--- src/rtl/mcht_pkg.sv ---
package mcht_pkg;

  localparam int unsigned AxisW   = 16;
  localparam int unsigned TimeW   = 32;
  localparam int unsigned ThrW    = 16;
  localparam int unsigned SqW     = 32;
  localparam int unsigned SumW    = 34;
  localparam int unsigned ProdW   = 46;
  localparam int unsigned MulAW   = 34;
  localparam int unsigned MulBW   = 23;
  localparam int unsigned LvlW    = 7;
  localparam int unsigned NumAxes = 6;
  localparam int unsigned AddrW   = 5;
  localparam int unsigned DataW   = 32;

  localparam logic [2:0] RegEnable   = 3'd0;
  localparam logic [2:0] RegAccelThr = 3'd1;
  localparam logic [2:0] RegGyroThr  = 3'd2;
  localparam logic [2:0] RegCooldown = 3'd3;
  localparam logic [2:0] RegPulse    = 3'd4;

  localparam logic              EnableRst   = 1'b1;
  localparam logic [ThrW-1:0]   AccelThrRst = 16'd4096;
  localparam logic [ThrW-1:0]   GyroThrRst  = 16'd4096;
  localparam logic [ThrW-1:0]   CooldownRst = 16'd1000;
  localparam logic [ThrW-1:0]   PulseRst    = 16'd500;

  // Square of the intensity scale of fifty.
  localparam logic [11:0]       LimScale    = 12'd2500;
  localparam logic [LvlW-1:0]   LevelMax    = 7'd100;
  localparam logic [LvlW-1:0]   LevelMin    = 7'd20;

  typedef struct packed {
    logic            enable;
    logic [ThrW-1:0] accel_thr;
    logic [ThrW-1:0] gyro_thr;
    logic [ThrW-1:0] cooldown;
    logic [ThrW-1:0] pulse;
  } cfg_t;

endpackage

--- src/rtl/mcht_if.sv ---
interface mcht_sample_if;
  logic                                valid;
  logic                                ready;
  logic signed [mcht_pkg::AxisW-1:0]   accel_x;
  logic signed [mcht_pkg::AxisW-1:0]   accel_y;
  logic signed [mcht_pkg::AxisW-1:0]   accel_z;
  logic signed [mcht_pkg::AxisW-1:0]   gyro_x;
  logic signed [mcht_pkg::AxisW-1:0]   gyro_y;
  logic signed [mcht_pkg::AxisW-1:0]   gyro_z;
  logic        [mcht_pkg::TimeW-1:0]   time_ms;

  modport source (output valid, accel_x, accel_y, accel_z, gyro_x, gyro_y, gyro_z, time_ms,
                  input ready);
  modport sink   (input valid, accel_x, accel_y, accel_z, gyro_x, gyro_y, gyro_z, time_ms,
                  output ready);
endinterface

interface mcht_result_if;
  logic                           valid;
  logic                           ready;
  logic                           vibrate;
  logic [mcht_pkg::LvlW-1:0]      intensity;
  logic [mcht_pkg::ThrW-1:0]      duration_ms;
  logic                           accel_fired;
  logic                           gyro_fired;

  modport source (output valid, vibrate, intensity, duration_ms, accel_fired, gyro_fired,
                  input ready);
  modport sink   (input valid, vibrate, intensity, duration_ms, accel_fired, gyro_fired,
                  output ready);
endinterface

--- src/rtl/mcht_regs.sv ---
module mcht_regs (
  input  logic                          clk_i,
  input  logic                          rst_ni,
  input  logic                          psel,
  input  logic                          penable,
  input  logic                          pwrite,
  input  logic [mcht_pkg::AddrW-1:0]    paddr,
  input  logic [mcht_pkg::DataW-1:0]    pwdata,
  output logic [mcht_pkg::DataW-1:0]    prdata,
  output logic                          pready,
  output mcht_pkg::cfg_t                cfg_o
);

  mcht_pkg::cfg_t cfg_q, cfg_d;
  logic [2:0]     reg_idx;
  logic           wr_en;

  assign reg_idx = paddr[4:2];
  assign wr_en   = psel && penable && pwrite;
  assign pready  = 1'b1;
  assign cfg_o   = cfg_q;

  always_comb begin
    cfg_d = cfg_q;
    if (wr_en) begin
      case (reg_idx)
        mcht_pkg::RegEnable:   cfg_d.enable    = pwdata[0];
        mcht_pkg::RegAccelThr: cfg_d.accel_thr = pwdata[15:0];
        mcht_pkg::RegGyroThr:  cfg_d.gyro_thr  = pwdata[15:0];
        mcht_pkg::RegCooldown: cfg_d.cooldown  = pwdata[15:0];
        mcht_pkg::RegPulse:    cfg_d.pulse     = pwdata[15:0];
        default: ;
      endcase
    end
  end

  always_comb begin
    case (reg_idx)
      mcht_pkg::RegEnable:   prdata = {31'b0, cfg_q.enable};
      mcht_pkg::RegAccelThr: prdata = {16'b0, cfg_q.accel_thr};
      mcht_pkg::RegGyroThr:  prdata = {16'b0, cfg_q.gyro_thr};
      mcht_pkg::RegCooldown: prdata = {16'b0, cfg_q.cooldown};
      mcht_pkg::RegPulse:    prdata = {16'b0, cfg_q.pulse};
      default:               prdata = '0;
    endcase
  end

  always_ff @(posedge clk_i or negedge rst_ni) begin
    if (!rst_ni) begin
      cfg_q.enable    <= mcht_pkg::EnableRst;
      cfg_q.accel_thr <= mcht_pkg::AccelThrRst;
      cfg_q.gyro_thr  <= mcht_pkg::GyroThrRst;
      cfg_q.cooldown  <= mcht_pkg::CooldownRst;
      cfg_q.pulse     <= mcht_pkg::PulseRst;
    end else begin
      cfg_q <= cfg_d;
    end
  end

endmodule

--- src/rtl/motion_change_haptic_trigger.sv ---
// A beat that arrives while disabled, priming or in cooldown goes from the check straight
// to the result register; otherwise both sensors are checked against their thresholds.
// A new beat is accepted only in idle, once the previous result is registered. The single
// shared multiplier forms the squares and runs a 7-step search for each firing sensor.
// Reset restores the register defaults, drops the reference sample, zeroes the last
// trigger time and empties the result register.
module motion_change_haptic_trigger (
  input  logic                          clk_i,
  input  logic                          rst_ni,
  mcht_sample_if.sink                   sample_i,
  mcht_result_if.source                 result_o,
  input  logic                          psel,
  input  logic                          penable,
  input  logic                          pwrite,
  input  logic [mcht_pkg::AddrW-1:0]    paddr,
  input  logic [mcht_pkg::DataW-1:0]    pwdata,
  output logic [mcht_pkg::DataW-1:0]    prdata,
  output logic                          pready
);

  localparam logic [3:0] StIdle  = 4'd0;
  localparam logic [3:0] StCheck = 4'd1;
  localparam logic [3:0] StSq    = 4'd2;
  localparam logic [3:0] StAcc   = 4'd3;
  localparam logic [3:0] StTt    = 4'd4;
  localparam logic [3:0] StCmp   = 4'd5;
  localparam logic [3:0] StLim   = 4'd6;
  localparam logic [3:0] StLatch = 4'd7;
  localparam logic [3:0] StKt    = 4'd8;
  localparam logic [3:0] StKsq   = 4'd9;
  localparam logic [3:0] StKcmp  = 4'd10;
  localparam logic [3:0] StLvl   = 4'd11;
  localparam logic [3:0] StFin   = 4'd12;
  localparam logic [3:0] StOut   = 4'd13;

  localparam logic [2:0] LastAxis  = 3'(mcht_pkg::NumAxes - 1);
  localparam logic [2:0] FirstAxisG = 3'(mcht_pkg::NumAxes / 2);

  mcht_pkg::cfg_t cfg;

  mcht_regs u_regs (
    .clk_i   (clk_i),
    .rst_ni  (rst_ni),
    .psel    (psel),
    .penable (penable),
    .pwrite  (pwrite),
    .paddr   (paddr),
    .pwdata  (pwdata),
    .prdata  (prdata),
    .pready  (pready),
    .cfg_o   (cfg)
  );

  logic [3:0]                    state_q, state_d;
  logic [mcht_pkg::AxisW-1:0]    smp_q [mcht_pkg::NumAxes];
  logic [mcht_pkg::TimeW-1:0]    time_q;
  logic [mcht_pkg::AxisW-1:0]    prev_q [mcht_pkg::NumAxes];
  logic [mcht_pkg::AxisW-1:0]    prev_d [mcht_pkg::NumAxes];
  logic                          primed_q, primed_d;
  logic [mcht_pkg::TimeW-1:0]    last_q, last_d;
  logic [mcht_pkg::SumW-1:0]     sum_q [2];
  logic [mcht_pkg::SumW-1:0]     sum_d [2];
  logic [mcht_pkg::ProdW-1:0]    prod_q, prod_d;
  logic [mcht_pkg::ProdW-1:0]    lim_q, lim_d;
  logic [mcht_pkg::LvlW-1:0]     k_q, k_d;
  logic [2:0]                    bit_q, bit_d;
  logic [2:0]                    idx_q, idx_d;
  logic                          sens_q, sens_d;
  logic [1:0]                    fired_q, fired_d;
  logic [mcht_pkg::LvlW-1:0]     level_q, level_d;

  logic                          out_valid_q, out_valid_d;
  logic                          out_vib_q, out_vib_d;
  logic [mcht_pkg::LvlW-1:0]     out_int_q, out_int_d;
  logic [mcht_pkg::ThrW-1:0]     out_dur_q, out_dur_d;
  logic                          out_af_q, out_af_d;
  logic                          out_gf_q, out_gf_d;

  logic                          accept;
  logic                          out_take;
  logic [mcht_pkg::AxisW:0]      diff;
  logic [mcht_pkg::AxisW:0]      diff_abs;
  logic [mcht_pkg::AxisW-1:0]    mag;
  logic [mcht_pkg::ThrW-1:0]     thr;
  logic [mcht_pkg::LvlW-1:0]     trial;
  logic [mcht_pkg::LvlW-1:0]     k_clip;
  logic [mcht_pkg::TimeW-1:0]    elapsed;
  logic [mcht_pkg::MulAW-1:0]    mul_a;
  logic [mcht_pkg::MulBW-1:0]    mul_b;
  logic [mcht_pkg::MulAW+mcht_pkg::MulBW-1:0] mul_p;
  logic                          sum_sel;
  logic                          vib;

  assign accept         = sample_i.valid && sample_i.ready;
  assign sample_i.ready = (state_q == StIdle);
  assign out_take       = !out_valid_q || result_o.ready;

  assign diff     = {smp_q[idx_q][mcht_pkg::AxisW-1], smp_q[idx_q]}
                  - {prev_q[idx_q][mcht_pkg::AxisW-1], prev_q[idx_q]};
  assign diff_abs = diff[mcht_pkg::AxisW] ? (~diff + 17'd1) : diff;
  assign mag      = diff_abs[mcht_pkg::AxisW-1:0];
  assign thr      = sens_q ? cfg.gyro_thr : cfg.accel_thr;
  assign trial    = k_q | (7'd1 << bit_q);
  assign k_clip   = (k_q > mcht_pkg::LevelMax) ? mcht_pkg::LevelMax : k_q;
  assign elapsed  = time_q - last_q;
  assign sum_sel  = (idx_q >= FirstAxisG);
  assign vib      = fired_q[0] || fired_q[1];

  always_comb begin
    case (state_q)
      StSq: begin
        mul_a = {18'b0, mag};
        mul_b = {7'b0, mag};
      end
      StTt: begin
        mul_a = {18'b0, thr};
        mul_b = {7'b0, thr};
      end
      StLim: begin
        mul_a = sum_q[sens_q];
        mul_b = {11'b0, mcht_pkg::LimScale};
      end
      StKt: begin
        mul_a = {27'b0, trial};
        mul_b = {7'b0, thr};
      end
      StKsq: begin
        mul_a = {11'b0, prod_q[22:0]};
        mul_b = prod_q[22:0];
      end
      default: begin
        mul_a = '0;
        mul_b = '0;
      end
    endcase
  end

  assign mul_p = mul_a * mul_b;

  always_comb begin
    state_d     = state_q;
    prev_d      = prev_q;
    primed_d    = primed_q;
    last_d      = last_q;
    sum_d       = sum_q;
    prod_d      = prod_q;
    lim_d       = lim_q;
    k_d         = k_q;
    bit_d       = bit_q;
    idx_d       = idx_q;
    sens_d      = sens_q;
    fired_d     = fired_q;
    level_d     = level_q;
    out_valid_d = out_valid_q && !result_o.ready;
    out_vib_d   = out_vib_q;
    out_int_d   = out_int_q;
    out_dur_d   = out_dur_q;
    out_af_d    = out_af_q;
    out_gf_d    = out_gf_q;

    case (state_q)
      StIdle: begin
        if (accept) begin
          state_d = StCheck;
        end
      end
      StCheck: begin
        fired_d  = 2'b00;
        level_d  = '0;
        sum_d[0] = '0;
        sum_d[1] = '0;
        idx_d    = '0;
        sens_d   = 1'b0;
        if (!cfg.enable) begin
          state_d = StOut;
        end else if (!primed_q) begin
          prev_d   = smp_q;
          primed_d = 1'b1;
          state_d  = StOut;
        end else if (elapsed < {16'b0, cfg.cooldown}) begin
          state_d = StOut;
        end else begin
          state_d = StSq;
        end
      end
      StSq: begin
        prod_d  = mul_p[mcht_pkg::ProdW-1:0];
        state_d = StAcc;
      end
      StAcc: begin
        sum_d[sum_sel] = sum_q[sum_sel] + {2'b0, prod_q[mcht_pkg::SqW-1:0]};
        idx_d          = idx_q + 3'd1;
        state_d        = (idx_q == LastAxis) ? StTt : StSq;
      end
      StTt: begin
        prod_d  = mul_p[mcht_pkg::ProdW-1:0];
        state_d = StCmp;
      end
      StCmp: begin
        if (sum_q[sens_q] > {2'b0, prod_q[mcht_pkg::SqW-1:0]}) begin
          fired_d[sens_q] = 1'b1;
          k_d             = '0;
          bit_d           = 3'(mcht_pkg::LvlW - 1);
          state_d         = StLim;
        end else if (!sens_q) begin
          sens_d  = 1'b1;
          state_d = StTt;
        end else begin
          state_d = StFin;
        end
      end
      StLim: begin
        prod_d  = mul_p[mcht_pkg::ProdW-1:0];
        state_d = StLatch;
      end
      StLatch: begin
        lim_d   = prod_q;
        state_d = StKt;
      end
      StKt: begin
        prod_d  = mul_p[mcht_pkg::ProdW-1:0];
        state_d = StKsq;
      end
      StKsq: begin
        prod_d  = mul_p[mcht_pkg::ProdW-1:0];
        state_d = StKcmp;
      end
      StKcmp: begin
        if (prod_q <= lim_q) begin
          k_d = trial;
        end
        if (bit_q == 3'd0) begin
          state_d = StLvl;
        end else begin
          bit_d   = bit_q - 3'd1;
          state_d = StKt;
        end
      end
      StLvl: begin
        if (k_clip > level_q) begin
          level_d = k_clip;
        end
        if (!sens_q) begin
          sens_d  = 1'b1;
          state_d = StTt;
        end else begin
          state_d = StFin;
        end
      end
      StFin: begin
        prev_d = smp_q;
        if (vib) begin
          last_d = time_q;
        end
        state_d = StOut;
      end
      StOut: begin
        if (out_take) begin
          out_valid_d = 1'b1;
          out_vib_d   = vib;
          out_int_d   = !vib ? '0
                      : (level_q < mcht_pkg::LevelMin) ? mcht_pkg::LevelMin : level_q;
          out_dur_d   = vib ? cfg.pulse : '0;
          out_af_d    = fired_q[0];
          out_gf_d    = fired_q[1];
          state_d     = StIdle;
        end
      end
      default: begin
        state_d = StIdle;
      end
    endcase
  end

  always_ff @(posedge clk_i or negedge rst_ni) begin
    if (!rst_ni) begin
      state_q     <= StIdle;
      prev_q      <= '{default: '0};
      primed_q    <= 1'b0;
      last_q      <= '0;
      out_valid_q <= 1'b0;
    end else begin
      state_q     <= state_d;
      prev_q      <= prev_d;
      primed_q    <= primed_d;
      last_q      <= last_d;
      out_valid_q <= out_valid_d;
    end
  end

  always_ff @(posedge clk_i) begin
    if (accept) begin
      smp_q[0] <= sample_i.accel_x;
      smp_q[1] <= sample_i.accel_y;
      smp_q[2] <= sample_i.accel_z;
      smp_q[3] <= sample_i.gyro_x;
      smp_q[4] <= sample_i.gyro_y;
      smp_q[5] <= sample_i.gyro_z;
      time_q   <= sample_i.time_ms;
    end
    sum_q     <= sum_d;
    prod_q    <= prod_d;
    lim_q     <= lim_d;
    k_q       <= k_d;
    bit_q     <= bit_d;
    idx_q     <= idx_d;
    sens_q    <= sens_d;
    fired_q   <= fired_d;
    level_q   <= level_d;
    out_vib_q <= out_vib_d;
    out_int_q <= out_int_d;
    out_dur_q <= out_dur_d;
    out_af_q  <= out_af_d;
    out_gf_q  <= out_gf_d;
  end

  assign result_o.valid       = out_valid_q;
  assign result_o.vibrate     = out_vib_q;
  assign result_o.intensity   = out_int_q;
  assign result_o.duration_ms = out_dur_q;
  assign result_o.accel_fired = out_af_q;
  assign result_o.gyro_fired  = out_gf_q;

endmodule
--- src/flat_wrapper.sv ---
// flat-port wrapper written by rule: the top's interface ports become plain ports
module motion_change_haptic_trigger_flat 
  (clk_i, rst_ni, psel, penable, pwrite, paddr, pwdata, prdata, pready, sample_i_valid, sample_i_accel_x, sample_i_accel_y, sample_i_accel_z, sample_i_gyro_x, sample_i_gyro_y, sample_i_gyro_z, sample_i_time_ms, sample_i_ready, result_o_valid, result_o_vibrate, result_o_intensity, result_o_duration_ms, result_o_accel_fired, result_o_gyro_fired, result_o_ready);
  mcht_sample_if sample_i_i ();
  mcht_result_if result_o_i ();
  input  logic clk_i;
  input  logic rst_ni;
  input  logic psel;
  input  logic penable;
  input  logic pwrite;
  input  logic [mcht_pkg::AddrW-1:0] paddr;
  input  logic [mcht_pkg::DataW-1:0] pwdata;
  output logic [mcht_pkg::DataW-1:0] prdata;
  output logic pready;
  input wire logic [$bits(sample_i_i.valid)-1:0] sample_i_valid;
  input wire logic [$bits(sample_i_i.accel_x)-1:0] sample_i_accel_x;
  input wire logic [$bits(sample_i_i.accel_y)-1:0] sample_i_accel_y;
  input wire logic [$bits(sample_i_i.accel_z)-1:0] sample_i_accel_z;
  input wire logic [$bits(sample_i_i.gyro_x)-1:0] sample_i_gyro_x;
  input wire logic [$bits(sample_i_i.gyro_y)-1:0] sample_i_gyro_y;
  input wire logic [$bits(sample_i_i.gyro_z)-1:0] sample_i_gyro_z;
  input wire logic [$bits(sample_i_i.time_ms)-1:0] sample_i_time_ms;
  output wire logic [$bits(sample_i_i.ready)-1:0] sample_i_ready;
  output wire logic [$bits(result_o_i.valid)-1:0] result_o_valid;
  output wire logic [$bits(result_o_i.vibrate)-1:0] result_o_vibrate;
  output wire logic [$bits(result_o_i.intensity)-1:0] result_o_intensity;
  output wire logic [$bits(result_o_i.duration_ms)-1:0] result_o_duration_ms;
  output wire logic [$bits(result_o_i.accel_fired)-1:0] result_o_accel_fired;
  output wire logic [$bits(result_o_i.gyro_fired)-1:0] result_o_gyro_fired;
  input wire logic [$bits(result_o_i.ready)-1:0] result_o_ready;
  assign sample_i_i.valid = sample_i_valid;
  assign sample_i_i.accel_x = sample_i_accel_x;
  assign sample_i_i.accel_y = sample_i_accel_y;
  assign sample_i_i.accel_z = sample_i_accel_z;
  assign sample_i_i.gyro_x = sample_i_gyro_x;
  assign sample_i_i.gyro_y = sample_i_gyro_y;
  assign sample_i_i.gyro_z = sample_i_gyro_z;
  assign sample_i_i.time_ms = sample_i_time_ms;
  assign sample_i_ready = sample_i_i.ready;
  assign result_o_valid = result_o_i.valid;
  assign result_o_vibrate = result_o_i.vibrate;
  assign result_o_intensity = result_o_i.intensity;
  assign result_o_duration_ms = result_o_i.duration_ms;
  assign result_o_accel_fired = result_o_i.accel_fired;
  assign result_o_gyro_fired = result_o_i.gyro_fired;
  assign result_o_i.ready = result_o_ready;
  motion_change_haptic_trigger u_core (.clk_i(clk_i), .rst_ni(rst_ni), .sample_i(sample_i_i), .result_o(result_o_i), .psel(psel), .penable(penable), .pwrite(pwrite), .paddr(paddr), .pwdata(pwdata), .prdata(prdata), .pready(pready));
endmodule
--- config.mk ---
export PLATFORM = sky130hd
export DESIGN_NAME = motion_change_haptic_trigger_flat
export DESIGN_NICKNAME = d
export VERILOG_FILES = /design/src/rtl/mcht_pkg.sv /design/src/rtl/mcht_if.sv /design/src/rtl/mcht_regs.sv /design/src/rtl/motion_change_haptic_trigger.sv /design/src/flat_wrapper.sv
export SDC_FILE = /design/constraint.sdc
export NUM_CORES = 2
export LEC_CHECK = 0
export ABC_AREA = 0
export ABC_CLOCK_PERIOD_IN_PS = 30600
export BUFFER_PORTS_ARGS = -buffer_cell sky130_fd_sc_hd__buf_2
export CORE_MARGIN = 5
export CORE_UTILIZATION = 50
export DETAILED_ROUTE_END_ITERATION = 10
export HOLD_SLACK_MARGIN = 0.12
export PLACE_DENSITY = 0.67
export RECOVER_POWER = 100
export SETUP_SLACK_MARGIN = 0.3
export SYNTH_ARGS = -nofsm -noshare
export SYNTH_HDL_FRONTEND = slang
export SYNTH_SLANG_ARGS = --single-unit
--- constraint.sdc ---
create_clock -name clk_i -period 30.6 [get_ports clk_i]
set_input_delay 4.59 -clock clk_i [delete_from_list [all_inputs] [get_ports clk_i]]
set_output_delay 4.59 -clock clk_i [all_outputs]
set_load 0.05 [all_outputs]
==> flow_summary.ini <==
[status]
violations = max-capacitance violations, max-slew violations
status = finished, violations left

[detailed_routing]
first_iter_violations = 2764
wirelength_um = 134000
ant_nets = 0
vias = 36600
drcViolationCount = 0
firstDrtPassIters = 6
vias_per_cell = 5.45
wl_per_cell_um = 20.0

[die]
fp.dieW_um = 329
io-pin-count = 233
rows = 117
core_area_um2 = 101000
fp.dieH_um = 329
start_util = 0.501
fp.dieArea_um2 = 108000

[logic_synthesis]
yosysSeqAreaShare = 0.297
synth_top_area_share = 0.244
synth_largest_area_cell = fa_1
synth_cells = 5020
syn_avg_cell_area_um2 = 10.1
yosys-top-cells-area = fa_1 (24%), edfxtp_1 (20%), dfrtp_1 (9.1%)
syn_area_um2 = 50800
synth_seq_cells = 536
yosys_warnings = 0
synth_edf_count = 337
synth_flop_cell = edfxtp_1
synth_cell_type_count = 93
synthArstFlopShare = 0.371

[grt]
grt_max_degree = 94
grt_use_total = 0.253
grt-ovfl-total = 0
grt_pass1_wl_um = 213000
grt_antenna_before_repair = 0
grt_pass1_vias = 37400

[critical_path]
max_stage_delay_ns = 2.10
r2r_end = u_core.prod_q[45]
reg2reg_from = u_core.idx_q[0]
cp.required_ns = 31.01
cp_max_fo = 37
startpoint_type = register
r2r.worst_path.cells = 39
crit_type = reg2reg
endpoint_kind = register
cp_common_cell = fa_1
r2r_slack_ns = 13.42
crit_slowest_cell = clkbuf_1
crit_arrival_ns = 17.59

[clocking]
numCtsBuffers = 59
cts_tree = done
clock_sinks = 536
clkTransAtPathRegs_ns = 0.06
clock_latency_ns = 0.68
clockBufferDepth = 3
cts-hold-fix-buffers = 0
cts.repair.resized = 0
post-cts-setup-buffer-count = 0
cts_htree_levels = 2
cts_root_buf = clkbuf_16

[placement]
portBuffers = 197
place_hpwl_um = 104000
place_congestion = 0.937
dp.cells = 6598
place_area_um2 = 53800

[sta]
post-route-period-util = 0.561
worst_slew_pin_slew_ns = 5.08
slew_headroom = -2.39
setup_violations = 0
finalHoldViolations = 0
rsz0062_at_grt = no
clock_skew_ns = 0.0454
clock.fmax_mhz = 58.2
finalCriticalPeriod_ns = 17.18
fin_tns_setup_ns = 0
slew_violations = 896

[finish]
layout_common_cells = inv_1 (907), nand2_1 (686), fa_1 (620), edfxtp_1 (337), ha_1 (315)
seq_area_um2 = 15100
syn2layout_area_growth_pct = 9.64
fin_cells = 6710
finalInstanceArea_um2 = 55700
final_common_cell = inv_1
fin_nets = 6398
n_fill_cell = 8971
multi_input_area_um2 = 32100
layout-drive-gt1-share = 0.111

[hold_path]
min_from = u_core.prod_q[34]
hp-class = reg2reg
min_to = u_core.lim_q[34]
whs_path_depth = 0

[flow_run]
cap_viol_max_count = 17
-- routing by layer --
metal,wire length [um],up-vias,share of wire,track usage
met5,0,-,0,0
met1,57900,18300,0.43,0.357
li1,-,16800,-,-
met2,62400,1237,0.47,0.408
met3,10300,219,0.077,0.0468
met4,3610,0,0.027,0.0598
-- sequential cells by signal, summed over array words and instances, names as in the netlist, 32 cells and up --
| name | cells |
|---|---|
| u_core.time_q | 32 |
| u_core.sum_q | 68 |
| u_core.smp_q | 96 |
| u_core.prod_q | 46 |
| u_core.last_q | 32 |
| u_core.lim_q | 46 |
| u_core.prev_q | 96 |
| u_core.u_regs.cfg_o | 65 |
-- worst max path at each step --
stage                                from                end  slack (ns)  cells past startpoint
final                     u_core.idx_q[0]  u_core.prod_q[45]       13.42                     39
after floorplan           u_core.idx_q[0]  u_core.prod_q[45]       19.20                     41
after detailed placement  u_core.idx_q[0]  u_core.prod_q[44]       17.50                     38
after global placement    u_core.idx_q[0]  u_core.prod_q[44]       17.58                     38
after global routing      u_core.idx_q[0]  u_core.prod_q[45]       12.16                     39
after CTS                 u_core.idx_q[0]  u_core.prod_q[44]       17.47                     38
-- stage by stage --
step	worst slack, ns	util	hold slack (ns)
finish	13.42	0.549	0.450
global route	12.16	0.549	0.471
CTS	17.47	0.551	0.453
detailed placement	17.50	0.531	0.448
global placement	17.58	0.531	0.441
floorplan	19.20	-	0.431
-- cells in the mapped netlist, drive strengths merged, types with 27 or more instances --
cell type	number
edfxtp	337
a21oi	211
mux2i	49
o21ai	135
nand3	54
nand2	686
xnor2	71
nand4	29
xor2	47
dfrtp	184
fa	620
nor2b	30
a211oi	27
and3	36
ha	315
mux2	230
inv	907
and2	60
nand2b	38
a21o	76
mux4	33
nor3	32
nor2	317
o21a	30
clkbuf	138
buf	61
-- critical path, delay by kind of cell, from the launching register on --
family,cells,cell delay (ns)
flip-flops,1,0.32
XOR/XNOR,2,0.31
multiplexers,1,0.70
AND/OR/NAND/NOR,8,1.42
buffers and inverters,7,5.63
adder cells (fa/ha/maj),9,4.09
AO/OA/AOI/OAI,12,4.39
-- kinds of logic (layout without fill, tap and decap cells) --
| kind of cell | Yosys count | count (layout) | share of synthesized area |
|---|---|---|---|
| adders and majority gates | 935 | 935 | 0.322 |
| buffers and inverters | 1108 | 1282 | 0.0841 |
| muxes | 312 | 312 | 0.0752 |
| other | 2 | 150 | 0.000148 |
| xor gates and xnor gates | 118 | 118 | 0.0205 |
| AOI/OAI and AO/OA | 669 | 669 | 0.0860 |
| DFF | 536 | 536 | 0.297 |
| and+or+nand+nor | 1340 | 1340 | 0.115 |
-- cell type report --
type / count / share of cell area
clock buffer: 78 / 0.0298
tap: 1368 / 0.0307
sequential: 536 / 0.271
clock inverter: 33 / 0.00779
multi-input combinational: 3523 / 0.575
inverter: 909 / 0.0612
antenna: 1 / 0.0000449
timing repair buffer: 262 / 0.0238
Power is left out: the tool's default activity adds up to more than one toggle a clock period on the data nets, which glitch-free logic cannot reach.
